$ cat config.mk
export PLATFORM = sky130hd
export DESIGN_NAME = http_request_host_extractor_top
export DESIGN_NICKNAME = d
export VERILOG_FILES = /design/src/rtl/hrhe_pkg.sv /design/src/rtl/hrhe_front.sv /design/src/rtl/hrhe_queue.sv /design/src/rtl/hrhe_back.sv /design/src/rtl/http_request_host_extractor_top.sv
export SDC_FILE = /design/constraint.sdc
export NUM_CORES = 1
export LEC_CHECK = 0
export ABC_CLOCK_PERIOD_IN_PS = 6270
export BUFFER_PORTS_ARGS = -buffer_cell sky130_fd_sc_hd__buf_4
export CELL_PAD_IN_SITES_DETAIL_PLACEMENT = 1
export CELL_PAD_IN_SITES_GLOBAL_PLACEMENT = 1
export CORE_MARGIN = 3
export CORE_UTILIZATION = 29
export DETAILED_ROUTE_END_ITERATION = 7
export PLACE_DENSITY = 0.6
export SYNTH_ARGS = -nofsm -noshare
export SYNTH_HDL_FRONTEND = slang
export SYNTH_SLANG_ARGS = --single-unit
export TNS_END_PERCENT = 5
$ cat constraint.sdc
create_clock -name clock -period 6.27 [get_ports clock]
set_clock_uncertainty 0.15 [all_clocks]
set_input_delay 1.881 -clock clock [delete_from_list [all_inputs] [get_ports clock]]
set_output_delay 1.881 -clock clock [all_outputs]
set_load 0.1 [all_outputs]
$ cat src/rtl/hrhe_pkg.sv
// Shared types, constants and lookup functions for the HTTP request host extractor.
// No dependencies; every other file of the block refers to this package by scoped names.
`default_nettype none
package hrhe_pkg;

   // Response kinds
   localparam logic [1:0] KIND_HOST_BYTE = 2'd0;
   localparam logic [1:0] KIND_ACCEPT    = 2'd1;
   localparam logic [1:0] KIND_REJECT    = 2'd2;
   localparam logic [1:0] KIND_FINISHED  = 2'd3;

   // Characters of interest
   localparam logic [7:0] CH_CR = 8'h0D;
   localparam logic [7:0] CH_LF = 8'h0A;
   localparam logic [7:0] CH_SP = 8'h20;

   // Queue between parser and output stage; the depth must be a power of two.
   localparam int QUEUE_DEPTH = 4;
   localparam int QUEUE_PTR_W = $clog2(QUEUE_DEPTH);
   localparam int QUEUE_CNT_W = $clog2(QUEUE_DEPTH + 1);

   localparam int NUM_METHODS = 16;

   // Method names, right-justified in 72 bits, and their lengths.
   localparam logic [71:0] METHOD_TEXT [NUM_METHODS] = '{
      "OPTIONS", "GET", "HEAD", "POST", "PUT", "DELETE", "TRACE", "CONNECT",
      "PATCH", "PROPFIND", "PROPPATCH", "MKCOL", "COPY", "MOVE", "LOCK", "UNLOCK"
   };
   localparam logic [3:0] METHOD_LEN [NUM_METHODS] = '{
      4'd7, 4'd3, 4'd4, 4'd4, 4'd3, 4'd6, 4'd5, 4'd7,
      4'd5, 4'd8, 4'd9, 4'd5, 4'd4, 4'd4, 4'd4, 4'd6
   };

   // One queued entry: an optional host byte or marker, then an optional finish.
   typedef struct packed {
      logic        has_first;
      logic [1:0]  first_kind;
      logic [7:0]  first_byte;
      logic        has_fin;
      logic [15:0] count;
   } entry_type;

   // Character of method m at position pos; zero beyond the end of the name.
   function automatic logic [7:0] method_char(input logic [3:0] m, input logic [3:0] pos);
      logic [71:0] txt;
      logic [3:0]  len;
      logic [3:0]  sh;
      begin
         txt = METHOD_TEXT[m];
         len = METHOD_LEN[m];
         sh  = len - 4'd1 - pos;
         if (pos >= len) begin
            return 8'h00;
         end
         return txt[{sh, 3'b000} +: 8];
      end
   endfunction

   // Expected byte of the protocol tail "HTTP/1.x" CR LF; the version digit is checked apart.
   function automatic logic [7:0] tail_char(input logic [3:0] pos);
      begin
         case (pos)
            4'd0:    return "H";
            4'd1:    return "T";
            4'd2:    return "T";
            4'd3:    return "P";
            4'd4:    return "/";
            4'd5:    return "1";
            4'd6:    return ".";
            4'd8:    return CH_CR;
            4'd9:    return CH_LF;
            default: return 8'h00;
         endcase
      end
   endfunction

   // Lower-case text of the header name "host:".
   function automatic logic [7:0] host_char(input logic [3:0] pos);
      begin
         case (pos)
            4'd0:    return "h";
            4'd1:    return "o";
            4'd2:    return "s";
            4'd3:    return "t";
            4'd4:    return ":";
            default: return 8'h00;
         endcase
      end
   endfunction

endpackage
`default_nettype wire

$ cat src/rtl/hrhe_front.sv
// Parser front end: accepts payload bytes, checks the request line, scans header lines.
// Produces queue entries of type hrhe_pkg::entry_type; depends on hrhe_pkg.
`default_nettype none
module hrhe_front (
   input  wire logic                  clock,
   input  wire logic                  reset,
   input  wire logic                  req_valid,
   output logic                       req_stall,
   input  wire logic [7:0]            req_data_byte,
   input  wire logic                  req_end_of_payload,
   input  wire logic                  q_full,
   output logic                       push,
   output hrhe_pkg::entry_type        push_entry
);

   localparam logic [1:0] PH_REQ  = 2'd0;
   localparam logic [1:0] PH_HDR  = 2'd1;
   localparam logic [1:0] PH_DONE = 2'd2;
   localparam logic [1:0] PH_FAIL = 2'd3;

   localparam logic [1:0] RP_METHOD    = 2'd0;
   localparam logic [1:0] RP_URI_FIRST = 2'd1;
   localparam logic [1:0] RP_URI       = 2'd2;
   localparam logic [1:0] RP_TAIL      = 2'd3;

   localparam logic [3:0] HS_NAME_END = 4'd5;
   localparam logic [3:0] HS_LEAD     = 4'd5;
   localparam logic [3:0] HS_CAP      = 4'd6;
   localparam logic [3:0] HS_TRAIL    = 4'd7;
   localparam logic [3:0] HS_TRAIL_CR = 4'd8;
   localparam logic [3:0] HS_SKIP     = 4'd9;

   logic [1:0]  phase_ff, phase_in;
   logic [1:0]  rl_part_ff, rl_part_in;
   logic [3:0]  rl_step_ff, rl_step_in;
   logic [15:0] alive_ff, alive_in;
   logic [3:0]  hl_step_ff, hl_step_in;
   logic [7:0]  held_byte_ff, held_byte_in;
   logic        held_valid_ff, held_valid_in;
   logic        prev_cr_ff, prev_cr_in;
   logic [1:0]  lines_ff, lines_in;
   logic        host_sent_ff, host_sent_in;
   logic [15:0] seen_ff, seen_in;
   logic [15:0] committed_ff, committed_in;

   logic        accept;
   logic [7:0]  b;
   logic [7:0]  low;
   logic        eol;
   logic [15:0] seen_inc;
   logic [15:0] keep;
   hrhe_pkg::entry_type ent;

   assign req_stall = q_full;
   assign accept    = req_valid && !q_full;
   assign b         = req_data_byte;
   assign low       = (b inside {["A":"Z"]}) ? (b + 8'd32) : b;
   assign eol       = (b == hrhe_pkg::CH_LF) && prev_cr_ff;
   assign seen_inc  = (seen_ff == 16'hFFFF) ? seen_ff : (seen_ff + 16'd1);

   // Method match, one lane per method name.
   always_comb begin
      for (int k = 0; k < hrhe_pkg::NUM_METHODS; k++) begin
         if (b == hrhe_pkg::CH_SP) begin
            keep[k] = alive_ff[k] && (hrhe_pkg::METHOD_LEN[k] == rl_step_ff);
         end else begin
            keep[k] = alive_ff[k] && (hrhe_pkg::METHOD_LEN[k] > rl_step_ff) &&
                      (hrhe_pkg::method_char(4'(k), rl_step_ff) == b);
         end
      end
   end

   always_comb begin
      phase_in      = phase_ff;
      rl_part_in    = rl_part_ff;
      rl_step_in    = rl_step_ff;
      alive_in      = alive_ff;
      hl_step_in    = hl_step_ff;
      held_byte_in  = held_byte_ff;
      held_valid_in = held_valid_ff;
      prev_cr_in    = prev_cr_ff;
      lines_in      = lines_ff;
      host_sent_in  = host_sent_ff;
      seen_in       = seen_ff;
      committed_in  = committed_ff;
      ent           = '0;

      if (accept) begin
         seen_in    = seen_inc;
         prev_cr_in = (b == hrhe_pkg::CH_CR);
         case (phase_ff)
            PH_REQ: begin
               case (rl_part_ff)
                  RP_METHOD: begin
                     if (keep == 16'd0) begin
                        phase_in = PH_FAIL;
                     end else if (b == hrhe_pkg::CH_SP) begin
                        rl_part_in = RP_URI_FIRST;
                        rl_step_in = 4'd0;
                     end else begin
                        alive_in   = keep;
                        rl_step_in = rl_step_ff + 4'd1;
                     end
                  end
                  RP_URI_FIRST: begin
                     if (b == hrhe_pkg::CH_SP) begin
                        phase_in = PH_FAIL;
                     end else begin
                        rl_part_in = RP_URI;
                     end
                  end
                  RP_URI: begin
                     if (b == hrhe_pkg::CH_SP) begin
                        rl_part_in = RP_TAIL;
                        rl_step_in = 4'd0;
                     end
                  end
                  default: begin
                     if ((rl_step_ff > 4'd9) ||
                         ((rl_step_ff == 4'd7) && !(b inside {"0", "1"})) ||
                         ((rl_step_ff != 4'd7) && (hrhe_pkg::tail_char(rl_step_ff) != b))) begin
                        phase_in = PH_FAIL;
                     end else if (rl_step_ff == 4'd9) begin
                        phase_in     = PH_HDR;
                        committed_in = seen_inc;
                        hl_step_in   = 4'd0;
                        lines_in     = 2'd0;
                     end else begin
                        rl_step_in = rl_step_ff + 4'd1;
                     end
                  end
               endcase
            end
            PH_HDR: begin
               if (eol && (lines_ff == 2'd1)) begin
                  committed_in = seen_inc;
                  phase_in     = PH_DONE;
               end else begin
                  if (hl_step_ff < HS_NAME_END) begin
                     hl_step_in = (low == hrhe_pkg::host_char(hl_step_ff)) ?
                                  (hl_step_ff + 4'd1) : HS_SKIP;
                  end else begin
                     case (hl_step_ff)
                        HS_LEAD: begin
                           if (b != hrhe_pkg::CH_SP) begin
                              held_byte_in  = b;
                              held_valid_in = 1'b1;
                              hl_step_in    = HS_CAP;
                           end
                        end
                        HS_CAP: begin
                           if (eol) begin
                              ent.has_first  = 1'b1;
                              ent.first_kind = host_sent_ff ? hrhe_pkg::KIND_ACCEPT
                                                            : hrhe_pkg::KIND_REJECT;
                           end else begin
                              if (held_valid_ff) begin
                                 ent.has_first  = 1'b1;
                                 ent.first_kind = hrhe_pkg::KIND_HOST_BYTE;
                                 ent.first_byte = held_byte_ff;
                                 host_sent_in   = 1'b1;
                              end
                              if (b == hrhe_pkg::CH_SP) begin
                                 held_valid_in = 1'b0;
                                 hl_step_in    = HS_TRAIL;
                              end else begin
                                 held_byte_in  = b;
                                 held_valid_in = 1'b1;
                              end
                           end
                        end
                        HS_TRAIL: begin
                           if (b == hrhe_pkg::CH_CR) begin
                              hl_step_in = HS_TRAIL_CR;
                           end else if (b != hrhe_pkg::CH_SP) begin
                              ent.has_first  = 1'b1;
                              ent.first_kind = hrhe_pkg::KIND_REJECT;
                              hl_step_in     = HS_SKIP;
                           end
                        end
                        HS_TRAIL_CR: begin
                           ent.has_first = 1'b1;
                           if (eol) begin
                              ent.first_kind = hrhe_pkg::KIND_ACCEPT;
                           end else begin
                              ent.first_kind = hrhe_pkg::KIND_REJECT;
                              hl_step_in     = HS_SKIP;
                           end
                        end
                        default: ;
                     endcase
                  end
                  if (eol) begin
                     committed_in  = seen_inc;
                     hl_step_in    = 4'd0;
                     lines_in      = 2'd0;
                     held_valid_in = 1'b0;
                     host_sent_in  = 1'b0;
                  end else if (lines_ff != 2'd2) begin
                     lines_in = lines_ff + 2'd1;
                  end
               end
            end
            default: ;
         endcase

         if (req_end_of_payload) begin
            // A host line cut off by payload end after its value began is rejected.
            if ((phase_in == PH_HDR) && (hl_step_in inside {[HS_CAP:HS_TRAIL_CR]})) begin
               ent.has_first  = 1'b1;
               ent.first_kind = hrhe_pkg::KIND_REJECT;
               ent.first_byte = 8'h00;
            end
            ent.has_fin = 1'b1;
            ent.count   = (phase_in inside {PH_HDR, PH_DONE}) ? committed_in : 16'd0;

            phase_in      = PH_REQ;
            rl_part_in    = RP_METHOD;
            rl_step_in    = 4'd0;
            alive_in      = 16'hFFFF;
            hl_step_in    = 4'd0;
            held_valid_in = 1'b0;
            prev_cr_in    = 1'b0;
            lines_in      = 2'd0;
            host_sent_in  = 1'b0;
            seen_in       = 16'd0;
            committed_in  = 16'd0;
         end
      end
   end

   assign push       = accept && (ent.has_first || ent.has_fin);
   assign push_entry = ent;

   always_ff @(posedge clock) begin
      if (reset) begin
         phase_ff      <= PH_REQ;
         rl_part_ff    <= RP_METHOD;
         rl_step_ff    <= 4'd0;
         alive_ff      <= 16'hFFFF;
         hl_step_ff    <= 4'd0;
         held_valid_ff <= 1'b0;
         prev_cr_ff    <= 1'b0;
         lines_ff      <= 2'd0;
         host_sent_ff  <= 1'b0;
         seen_ff       <= 16'd0;
         committed_ff  <= 16'd0;
      end else begin
         phase_ff      <= phase_in;
         rl_part_ff    <= rl_part_in;
         rl_step_ff    <= rl_step_in;
         alive_ff      <= alive_in;
         hl_step_ff    <= hl_step_in;
         held_valid_ff <= held_valid_in;
         prev_cr_ff    <= prev_cr_in;
         lines_ff      <= lines_in;
         host_sent_ff  <= host_sent_in;
         seen_ff       <= seen_in;
         committed_ff  <= committed_in;
      end
   end

   always_ff @(posedge clock) begin
      held_byte_ff <= held_byte_in;
   end

endmodule
`default_nettype wire

$ cat src/rtl/hrhe_queue.sv
// Short FIFO of parser results between the front end and the output stage.
// Depends on hrhe_pkg for the entry type and the queue depth.
`default_nettype none
module hrhe_queue (
   input  wire logic                clock,
   input  wire logic                reset,
   input  wire logic                push,
   input  wire hrhe_pkg::entry_type push_entry,
   output logic                     full,
   input  wire logic                pop,
   output logic                     not_empty,
   output hrhe_pkg::entry_type      head
);

   hrhe_pkg::entry_type mem [hrhe_pkg::QUEUE_DEPTH];

   logic [hrhe_pkg::QUEUE_PTR_W-1:0] wr_ptr_ff, wr_ptr_in;
   logic [hrhe_pkg::QUEUE_PTR_W-1:0] rd_ptr_ff, rd_ptr_in;
   logic [hrhe_pkg::QUEUE_CNT_W-1:0] cnt_ff, cnt_in;
   logic do_push;
   logic do_pop;

   assign full      = (cnt_ff == hrhe_pkg::QUEUE_CNT_W'(hrhe_pkg::QUEUE_DEPTH));
   assign not_empty = (cnt_ff != '0);
   assign do_push   = push && !full;
   assign do_pop    = pop && not_empty;
   assign head      = mem[rd_ptr_ff];

   always_comb begin
      wr_ptr_in = do_push ? (wr_ptr_ff + 1'b1) : wr_ptr_ff;
      rd_ptr_in = do_pop  ? (rd_ptr_ff + 1'b1) : rd_ptr_ff;
      case ({do_push, do_pop})
         2'b10:   cnt_in = cnt_ff + 1'b1;
         2'b01:   cnt_in = cnt_ff - 1'b1;
         default: cnt_in = cnt_ff;
      endcase
   end

   always_ff @(posedge clock) begin
      if (reset) begin
         wr_ptr_ff <= '0;
         rd_ptr_ff <= '0;
         cnt_ff    <= '0;
      end else begin
         wr_ptr_ff <= wr_ptr_in;
         rd_ptr_ff <= rd_ptr_in;
         cnt_ff    <= cnt_in;
      end
   end

   always_ff @(posedge clock) begin
      if (do_push) begin
         mem[wr_ptr_ff] <= push_entry;
      end
   end

endmodule
`default_nettype wire

$ cat src/rtl/hrhe_back.sv
// Output stage: takes queue entries and presents them as one or two responses each.
// Depends on hrhe_pkg for the entry type and response kinds.
`default_nettype none
module hrhe_back (
   input  wire logic                clock,
   input  wire logic                reset,
   input  wire logic                not_empty,
   input  wire hrhe_pkg::entry_type head,
   output logic                     pop,
   output logic                     rsp_valid,
   input  wire logic                rsp_stall,
   output logic [1:0]               rsp_kind,
   output logic [7:0]               rsp_host_byte,
   output logic [15:0]              rsp_processed_bytes,
   output logic                     rsp_last_of_run
);

   hrhe_pkg::entry_type cur_ff, cur_in;
   logic cur_valid_ff, cur_valid_in;
   logic second_ff, second_in;
   logic taken;

   assign taken = cur_valid_ff && !rsp_stall;

   always_comb begin
      cur_in       = cur_ff;
      cur_valid_in = cur_valid_ff;
      second_in    = second_ff;
      pop          = 1'b0;
      if (taken && !second_ff && cur_ff.has_fin) begin
         second_in = 1'b1;
      end else if (taken || !cur_valid_ff) begin
         if (not_empty) begin
            pop          = 1'b1;
            cur_in       = head;
            cur_valid_in = 1'b1;
            second_in    = !head.has_first;
         end else begin
            cur_valid_in = 1'b0;
         end
      end
   end

   assign rsp_valid           = cur_valid_ff;
   assign rsp_kind            = second_ff ? hrhe_pkg::KIND_FINISHED : cur_ff.first_kind;
   assign rsp_host_byte       = second_ff ? 8'h00 : cur_ff.first_byte;
   assign rsp_processed_bytes = second_ff ? cur_ff.count : 16'd0;
   assign rsp_last_of_run     = second_ff || !cur_ff.has_fin;

   always_ff @(posedge clock) begin
      if (reset) begin
         cur_valid_ff <= 1'b0;
         second_ff    <= 1'b0;
      end else begin
         cur_valid_ff <= cur_valid_in;
         second_ff    <= second_in;
      end
   end

   always_ff @(posedge clock) begin
      cur_ff <= cur_in;
   end

endmodule
`default_nettype wire

$ cat src/rtl/http_request_host_extractor_top.sv
// The first response to a request is registered in the queue, then in the output stage.
// Throughput: one request per cycle while the queue is not full; the last byte of a payload
//    may give two responses, presented one after the other, which the result queue absorbs.
// Rate is set by the byte parser, which updates its state once per request.
// Reset is synchronous and active high; it clears the parser, the queue and the output stage.
`default_nettype none
module http_request_host_extractor_top (
   input  wire logic        clock,
   input  wire logic        reset,
   input  wire logic        req_valid,
   output logic             req_stall,
   input  wire logic [7:0]  req_data_byte,
   input  wire logic        req_end_of_payload,
   output logic             rsp_valid,
   input  wire logic        rsp_stall,
   output logic [1:0]       rsp_kind,
   output logic [7:0]       rsp_host_byte,
   output logic [15:0]      rsp_processed_bytes,
   output logic             rsp_last_of_run
);

   // The front end parses each byte as it is taken and pushes an entry whenever that
   // byte produces any response. The queue decouples it from the output stage, so a
   // stalled response side only holds off requests once the queue has filled.
   logic                q_full;
   logic                q_push;
   hrhe_pkg::entry_type q_push_entry;
   logic                q_pop;
   logic                q_not_empty;
   hrhe_pkg::entry_type q_head;

   hrhe_front u_front (
      .clock              (clock),
      .reset              (reset),
      .req_valid          (req_valid),
      .req_stall          (req_stall),
      .req_data_byte      (req_data_byte),
      .req_end_of_payload (req_end_of_payload),
      .q_full             (q_full),
      .push               (q_push),
      .push_entry         (q_push_entry)
   );

   hrhe_queue u_queue (
      .clock      (clock),
      .reset      (reset),
      .push       (q_push),
      .push_entry (q_push_entry),
      .full       (q_full),
      .pop        (q_pop),
      .not_empty  (q_not_empty),
      .head       (q_head)
   );

   // The output stage holds one entry and shows its marker or host byte first and
   // the payload-finished response second, when the entry carries both.
   hrhe_back u_back (
      .clock               (clock),
      .reset               (reset),
      .not_empty           (q_not_empty),
      .head                (q_head),
      .pop                 (q_pop),
      .rsp_valid           (rsp_valid),
      .rsp_stall           (rsp_stall),
      .rsp_kind            (rsp_kind),
      .rsp_host_byte       (rsp_host_byte),
      .rsp_processed_bytes (rsp_processed_bytes),
      .rsp_last_of_run     (rsp_last_of_run)
   );

endmodule
`default_nettype wire
# After elaboration in Yosys (flattened, before gate mapping)
# Memories as Yosys holds them, arrays and structs flattened. A register that Yosys moved wholly into a read port is not among the register bits.
# Cells that the tools add are included.
dict set report word_totals {
  reg_bits 109
  out_inout_bits 29
  inputBits 13
  ramBits 112
  memories 2
  rom_bits 112
  wordCells 446
}
# name depth word_bits read_ports rd_ports_with_merged_regs write_ports line_no
set memory_table {}
lappend memory_table {{(name not given)} 16 7 1 1 0 hrhe_pkg.sv:62} ;# case (pos)
lappend memory_table {u_queue.mem 4 28 1 1 1 hrhe_queue.sv:15} ;# hrhe_pkg::entry_type mem [hrhe_pkg::QUEUE_DEPTH];
dict set report classes {
  eq_ne 73
  reduce_logical 104
  magnitude_cmp 20
  muxes 191
  n_shift 16
  bitwise_logic 3
  n_addsub 16
}
# op n
set op_table {}
lappend op_table {{$shiftx A72 B8 Y8 const A} 16}
lappend op_table {{$mux W8} 53}
lappend op_table {{$mux W16} 15}
lappend op_table {{$eq A8 B8 Y1} 17}
lappend op_table {{$mux W4} 22}
lappend op_table {{$logic_and A1 B1 Y1} 62}
lappend op_table {{$mux W28} 2}
lappend op_table {{$mux W11} 5}
lappend op_table {{$mux W1} 53}
lappend op_table {{$mux W2} 25}
lappend op_table {{$pmux W7 S5} 1}
lappend op_table {{$pmux W16 S2} 1}
lappend op_table {{$eq A8 B6 Y1 const B} 3}
lappend op_table {{$reduce_and A7 Y1} 3}
lappend op_table {{$eq A4 B3 Y1 const B} 5}
lappend op_table {{$ge A4 B3 Y1 const B} 5}
lappend op_table {{$reduce_bool A2 Y1} 9}
lappend op_table {{$add A16 B1 Y16 const B} 1}
lappend op_table {{$eq A16 B16 Y1 const B} 1}
lappend op_table {{$eq A3 B4 Y1 const A} 4}
lappend op_table {{$eq A8 B4 Y1 const B} 2}
lappend op_table {{$gt A3 B4 Y1 const A} 4}
lappend op_table {{$logic_not A16 Y1} 1}
lappend op_table {{$pmux W4 S4} 1}
lappend op_table {{56 further kinds} 112}

# Depth between registers and ports, before layout
# Gate-level depths: netlist (run 1).
dict set report logic_depth {
  ltp_word 24
  ltp_mapped 23
  mapped_depth_nobuf 20
}

# Cells and area by module
# A second synthesis (run 1) with hierarchy kept.
dict set report hier_totals {
  cells_unflattened 1274
  hier_area_um2 13321.5
}
# mod area_per_inst_um2 cells_per_inst n_inst
set by_module_without_submodules {}
lappend by_module_without_submodules {hrhe_front 7644.8 1007 1}
lappend by_module_without_submodules {hrhe_queue 4565.6 198 1}
lappend by_module_without_submodules {hrhe_back 1111.1 69 1}

# Worst setup path after synthesis (run 1)
# OpenSTA, ideal clock, no wires.
dict set report synth_path {
  kind {input port to flip-flop}
  from {input port req_data_byte[4]}
  to {memory u_queue.mem[0][10] in the netlist's numbering, data pin}
  stages 18
  setup_time_ns 0.179
  t_required_ns 5.941
  arrival_ns 5.443
  slack_ns 0.498
  path_cell_list {clkbuf_1 buf_2 buf_2 buf_1 a31oi_1 a32o_1 a31oi_1 nand2_1 nor4_1 and3_1 a211oi_1 o21ai_0 a21oi_1 ha_1 or3_1 buf_1 clkbuf_1 a21oi_1}
}
# element line_no
set synth_lines {}
lappend synth_lines {{from (decl)} http_request_host_extractor_top.sv:12} ;# input wire logic [7:0] req_data_byte,
lappend synth_lines {{to (decl)} hrhe_queue.sv:15}

==> flow_metrics.tcl, run 1 <==
set metrics [dict create \
    outcome "finished clean" \
    ys_seq_elements 230 \
    firstDrtPassIters 4 \
    avgRoutedWirePerCell_um 20.5 \
    max_freq_mhz 174 \
    async_flop_share_pct 0 \
    placed_cell_area_um2 14500 \
    period_minus_slack_ps 5750 \
    cts_tree "built" \
    core-area_um2 44600 \
    p_sw_share_pct 36.2 \
    yosysSeqAreaShare_pct 46.0 \
    syn_nets 1394 \
    ys.flop_type "edfxtp_1" \
    nFillCells 5011 \
    path_max_fanout 17 \
    grt_pass1_vias 11000 \
    hold_viol 0 \
    gp_congestion 0.856 \
    rsz0062_at_grt "false" \
    detail-route-antenna-nets 0 \
    wl_met2_um 18400 \
    cp.required_ps 6430 \
    route.met3.wl_um 1750 \
    syn_inst 1334 \
    tightest_slew_ps 1110 \
    place_hpwl_um 28600 \
    worstHoldPathType "reg2reg" \
    ctsHoldBuffers 0 \
    area_growth_pct 15.5 \
    final_common_cell "edfxtp_1" \
    fin_tns_setup_ps 0 \
    clockRootBuffer "clkbuf_16" \
    power_density_nw_per_um2 323 \
    htree_num_levels 1 \
    startpoint_type "input pin" \
    die_area_um2 48200 \
    die_x_um 220 \
    finalWorstSetupSlack_ps 517 \
    crit_type "in2reg" \
    maxCapViolations 0 \
    finalNetCount 1437 \
    synth_edf_count 147 \
    insertion_delay_ps 530 \
    fin_crit_sh_pct 91.8 \
    cts_max_path_buffers 3 \
    place_ws_ps 126 \
    syn_avg_cell_area_um2 9.91 \
    grt-ovfl-total 0 \
    highest_layer "met4" \
    p_leak_uw 0.00546 \
    antenna_found_initial 0 \
    drv_slew 0 \
    grt_max_degree 58 \
    finalSetupViolCount 0 \
    grtUsageTotal_pct 16.8 \
    end_kind "register" \
    combPwrFrac_pct 31.0 \
    yosysWarnings 0 \
    drive_gt1_share_pct 14.8 \
    via_per_inst 5.32 \
    finalNonFillerCells 1988 \
    clock_sinks 230 \
    rows 77 \
    vias 10600 \
    start_util_pct 29.6 \
    die_y_um 220 \
    multi_input_area_um2 6590 \
    remaining_drc_errors 0 \
    numCtsBuffers 25 \
    switching_power_uw 1780 \
    pwr-share-seq_pct 39.3 \
    power_frac_clock_pct 29.7 \
    routed_wl_um 40700 \
    stdcell_area_um2 15300 \
    synth_cell_types 83 \
    seqCellArea_um2 6080 \
    diodes 0 \
    p_int_uw 3150 \
    drtIter0Drc 634 \
    grt_pass1_wl_um 64300 \
    portBuffers 41 \
    crit_arrival_ps 5920 \
    post_cts_resized 0 \
    wl_met1_um 19700 \
    mostFrequentLayoutCells "147 x edfxtp_1, 113 x nand2_1, 111 x buf_4" \
    post-place-cells 1942 \
    post_cts_buffers 0 \
    cts.clk_slew.worst_paths_ps 60 \
    vdd_ir_drop_max_mv 0.372 \
    netlist_area_um2 13200 \
    pin_count 42 \
    relSlewSlack_pct 26.2 \
    final_util_pct 34.2 \
]
-- registers in the layout, summed over array words and instances (netlist names), 2 cells and up, named ones only --
register / cells
u_front.held_byte_ff: 8
u_queue.wr_ptr_ff: 2
u_front.rl_step_ff: 4
u_front.seen_ff: 16
u_front.alive_ff: 16
u_queue.cnt_ff: 3
u_front.lines_ff: 2
u_front.phase_ff: 2
u_front.rl_part_ff: 2
u_back.cur_ff: 27
u_front.hl_step_ff: 4
u_queue.mem: 112
u_front.committed_ff: 16
u_queue.rd_ptr_ff: 2
-- cells in the mapped netlist, types with 6 or more instances --
cell,number,area share (%)
edfxtp_1,147,33
nand2_1,113,3.2
nor2_1,106,3.0
a21oi_1,85,3.2
dfxtp_1,83,13
clkbuf_1,71,2.0
o21ai_0,54,2.0
ha_1,46,4.4
inv_1,46,1.3
nand3_1,45,1.7
xnor2_1,42,2.8
and2_1,40,1.9
a22oi_1,38,2.2
nor2b_1,29,1.4
mux4_2,28,4.8
nor3_1,28,1.1
xor2_1,24,1.6
nand2b_1,20,0.95
a31oi_1,17,0.80
and3_1,15,0.71
buf_1,15,0.43
nand4_1,15,0.71
nor4_1,13,0.62
or3_1,12,0.57
mux2i_1,11,0.83
buf_2,10,0.38
nor4b_1,10,0.66
o211ai_1,9,0.51
o22ai_1,9,0.43
or2_2,9,0.43
nor3b_1,8,0.45
a211oi_1,7,0.40
o21a_1,7,0.40
nand3b_1,6,0.34
o32ai_1,6,0.40
-- power by group through the flow --
stage	Clock (uW)	Sequential, uW	Combinational (uW)
finish	1460	1940	1530
global route	1570	1960	1630
CTS	1510	1940	1540
detailed placement	0	1980	1530
global placement	0	1970	1520
floorplan	0	1900	1180
-- through the flow --
step,power [uW],hold slack [ps]
floorplan,3070,288
global placement,3490,311
detailed placement,3510,314
CTS,4990,325
global route,5160,358
finish,4930,324
-- worst paths after layout --
| path | start | end | slack, ps | depth (start not counted) |
|---|---|---|---|---|
| worst max-delay path | req_data_byte[0] | u_queue.mem[1][11] | 520 | 16 |
| worst max register to register | u_front.rl_step_ff[0] | u_queue.mem[1][11] | 670 | 20 |
| worst min-delay path | u_front.alive_ff[14] | u_front.alive_ff[14] | 320 | 2 |
| worst min register to register | u_front.alive_ff[14] | u_front.alive_ff[14] | 320 | 2 |
-- worst max-delay path, cell delays in order --
cell and delay, ps:
buf_4 230, nand2b_1 280, o32ai_1 130, a22oi_1 270, nor4b_1 100, o21ai_0 270, nand4_1 220, nor4_1 500
buf_4 210, and3_1 170, a211oi_1 70, o21ai_0 390, ha_1 310, or3_1 400, buf_12 180, a21oi_1 280
-- routing by layer --
layer / vias up / track usage (%)
li1: 5001 / -
met1: 5306 / 23.6
met2: 218 / 27.5
met3: 55 / 2.16
met4: 0 / 4.04
met5: - / 0
-- cell type report --
| type | instances | area share (%) |
|---|---|---|
| clock inverters | 14 | 0.852 |
| repair buffers | 113 | 5.72 |
| well taps | 592 | 4.85 |
| multi-input cells | 959 | 43.1 |
| clock buffers | 32 | 4.47 |
| inverters | 48 | 1.18 |
| flip-flops and latches | 230 | 39.8 |
-- cell families after synthesis --
| logic type | count (synthesis) | share of synthesized area [%] |
|---|---|---|
| xor+xnor | 66 | 4.37 |
| fa+ha+maj | 47 | 4.51 |
| mux | 43 | 5.94 |
| buf+inv | 145 | 4.27 |
| flops | 230 | 46.0 |
| simple gates | 491 | 19.2 |
| compound gates | 312 | 15.8 |
(Power assumes the default switching activity.)
==> inputs of run 2 (changes only) <==
- ABC_AREA: not set -> 1
- PLACE_DENSITY: 0.6 -> 0.62
==> run 2 against run 1 <==
Compared with the run above: routed wire length up 13%; first-iteration DRC count increased by 18%; highest routed layer unchanged; sequential power grew 3%; die area up 6.9%; hold slack improved by 7.2 ps; register-to-register slack better by 520 ps.
==> flow_metrics.tcl, run 2 <==
set metrics [dict create \
    outcome "finished clean" \
    syn_inst 1868 \
    avgRoutedWirePerCell_um 18.4 \
    synth_top_family_by_area "simple AND/OR/NAND/NOR gates" \
    synth_compound_area_share_pct 13.1 \
    cts_tree "built" \
    seqCellArea_um2 6080 \
    synth-simple-area-share_pct 29.3 \
    final_util_pct 33.2 \
    worstHoldPathType "reg2reg" \
    place_hpwl_um 32900 \
    synth_fa_ha_area_share_pct 4.21 \
    grt_pass1_wl_um 72600 \
    antenna_found_initial 0 \
    synth_area_leaders "edfxtp_1 31%, dfxtp_1 12%, nand2_1 11%" \
    numCtsBuffers 27 \
    crit_arrival_ps 5280 \
    ys_seq_elements 230 \
    vias 12700 \
    netlist_area_um2 14200 \
    crit_type "reg2reg" \
    reg2reg_slack_ps 1190 \
    r2r_end "u_queue.mem[0][12]" \
    die_y_um 227 \
    cts.clk_slew.worst_paths_ps 60 \
    grt_pass1_vias 12800 \
    routed_wl_um 46100 \
    yosysSeqAreaShare_pct 42.9 \
    finalNonFillerCells 2510 \
    worstSetupStartpoint "u_front.rl_step_ff[3]" \
    maxCapViolations 0 \
    firstDrtPassIters 5 \
    area_growth_pct 12.4 \
    ctsHoldBuffers 0 \
    grtUsageTotal_pct 17.8 \
    htree_num_levels 1 \
    pin_count 42 \
    syn_avg_cell_area_um2 7.58 \
    grt_max_degree 58 \
    max_flop_register "u_queue.mem" \
    post_cts_resized 0 \
    final_common_cell "nand2_1" \
    placed_cell_area_um2 15000 \
    cp_cell_sequence "inv_8, ha_1, nand2_1, inv_2, a21oi_2, nand2_1, nand2_1, nand2_1, nand2_1, nor3_1, a21oi_1, nand3_1, nor2_4, nand2_1, nand2_1, nand2_1, nand2_1, nand2_1, nand2_1, nand2_1, ha_1, or2_2, nor2_1" \
    power_density_nw_per_um2 381 \
    tightest_slew_ps 984 \
    yosysMostFrequentCell "nand2_1" \
    vdd_ir_drop_max_mv 0.178 \
    start_util_pct 29.5 \
    synthMuxAreaShare_pct 0 \
    synth_cell_types 55 \
    crit_end "u_queue.mem[0][12]" \
    met3_usage_pct 2.18 \
    power_uw 6060 \
    yosysWarnings 0 \
    rsz0062_at_grt "false" \
    met2_usage_pct 30.4 \
    cpPeakStageDelay_ps 820 \
    cp.required_ps 6470 \
    fin_tns_setup_ps 0 \
    insertion_delay_ps 550 \
    detail-route-antenna-nets 0 \
    diodes 0 \
    post_cts_buffers 0 \
    grt-ovfl-total 0 \
    rows 80 \
    ff2ff_path_depth 23 \
    synth_edf_count 147 \
    cts_max_path_buffers 3 \
    cp_slowest_cell "dfxtp_1" \
    syn_nets 1928 \
    reg_top3 "u_queue.mem: 112 flops, u_back.cur_ff: 27 flops" \
    die_area_um2 51500 \
    synthTopCellsByCount "422 x nand2_1, 254 x nor2_1, 162 x inv_1" \
    fin_crit_sh_pct 81.0 \
    mostFrequentLayoutCells "422 x nand2_1, 248 x nor2_1, 162 x inv_1" \
    ys.flop_type "edfxtp_1" \
    global_route.usage.met1_pct 24.0 \
    drive_gt1_share_pct 11.1 \
    stdcell_area_um2 15900 \
    async_flop_share_pct 0 \
    via_per_inst 5.05 \
    clock_sinks 230 \
    path_max_fanout 16 \
    drv_slew 0 \
    drtIter0Drc 750 \
    relSlewSlack_pct 34.3 \
    remaining_drc_errors 0 \
    rr_startpoint "u_front.rl_step_ff[3]" \
    crit_top_cell "nand2_1" \
    portBuffers 41 \
    core-area_um2 47900 \
    end_kind "register" \
    grt_busiest_layer "met2" \
    startpoint_type "register" \
    period_minus_slack_ps 5080 \
    hold_viol 0 \
    p_leak_uw 0.00667 \
    gp_congestion 0.918 \
    synthXorXnorAreaFrac_pct 1.86 \
    multi_input_area_um2 6880 \
    nFillCells 5786 \
    finalSetupViolCount 0 \
    synth_top_area_cell "edfxtp_1" \
    die_x_um 227 \
    max_freq_mhz 197 \
    clockRootBuffer "clkbuf_16" \
    largest_register_ffs 112 \
    finalNetCount 1934 \
    yosysTopAreaCellShare_pct 31.2 \
    post-place-cells 2460 \
]
[run 2: changes by cell type after synthesis, sizes merged, moves of 28 or more]
cell	change
nor2b	-29
nor2	+162
nand3	+94
xnor2	-35
and2	-42
mux4	-28
nand2	+329
a22oi	-37
inv	+142
a21oi	+54
o21ai	+81
[run 2: power breakdown]
group / switching, uW / total, uW / internal, uW / leakage, uW
registers: 120 / 1990 / 1870 / 0.00207
clock network: 637 / 1690 / 1050 / 0.000465
logic: 1780 / 2380 / 592 / 0.00413
total: 2540 / 6060 / 3520 / 0.00667
[run 2: layout make-up]
type,instances,area share [%]
Multi-Input combinational cell,1359,43.2
Timing Repair Buffer,67,3.16
Inverter,189,4.55
Clock buffer,32,4.43
Sequential cell,230,38.2
Tap cell,615,4.84
Clock inverter,18,1.59
[run 2: critical path: cells and delay by family, from the launching register on]
kind / cells / cell delay, ps
AOI/OAI and AO/OA: 2 / 770
adders and majority gates: 2 / 640
buffers and inverters: 2 / 230
DFF: 1 / 820
and+or+nand+nor: 17 / 2250
[run 2: metrics by stage]
| step | setup slack (ps) | hold WS (ps) |
|---|---|---|
| after CTS | 1150 | 332 |
| after floorplan | 1080 | 293 |
| after detailed placement | 621 | 320 |
| after global routing | 829 | 350 |
| final | 1190 | 331 |
| after global placement | 712 | 304 |
[run 2: worst min-delay path by stage]
stage,from,endpoint,cells after the start
after global routing,u_front.lines_ff[1],u_front.lines_ff[1],2
final,u_front.alive_ff[15],u_front.alive_ff[15],2
after global placement,u_front.committed_ff[13],u_front.committed_ff[13],2
after floorplan,u_front.alive_ff[15],u_front.alive_ff[15],2
after detailed placement,u_front.alive_ff[15],u_front.alive_ff[15],2
after CTS,u_front.lines_ff[1],u_front.lines_ff[1],2
[run 2: logic make-up after synthesis]
group,count (synthesis)
xor gates and xnor gates,30
DFF,230
and+or+nand+nor,942
buffers and inverters,279
adders and majority gates,47
AOI/OAI and AO/OA,340
[run 2: layer usage]
layer | vias to the layer above | part of all wire [%]
li1 | 6248 | -
met1 | 6142 | 47
met2 | 210 | 47
met3 | 68 | 4.2
met4 | 0 | 2.1
met5 | - | 0
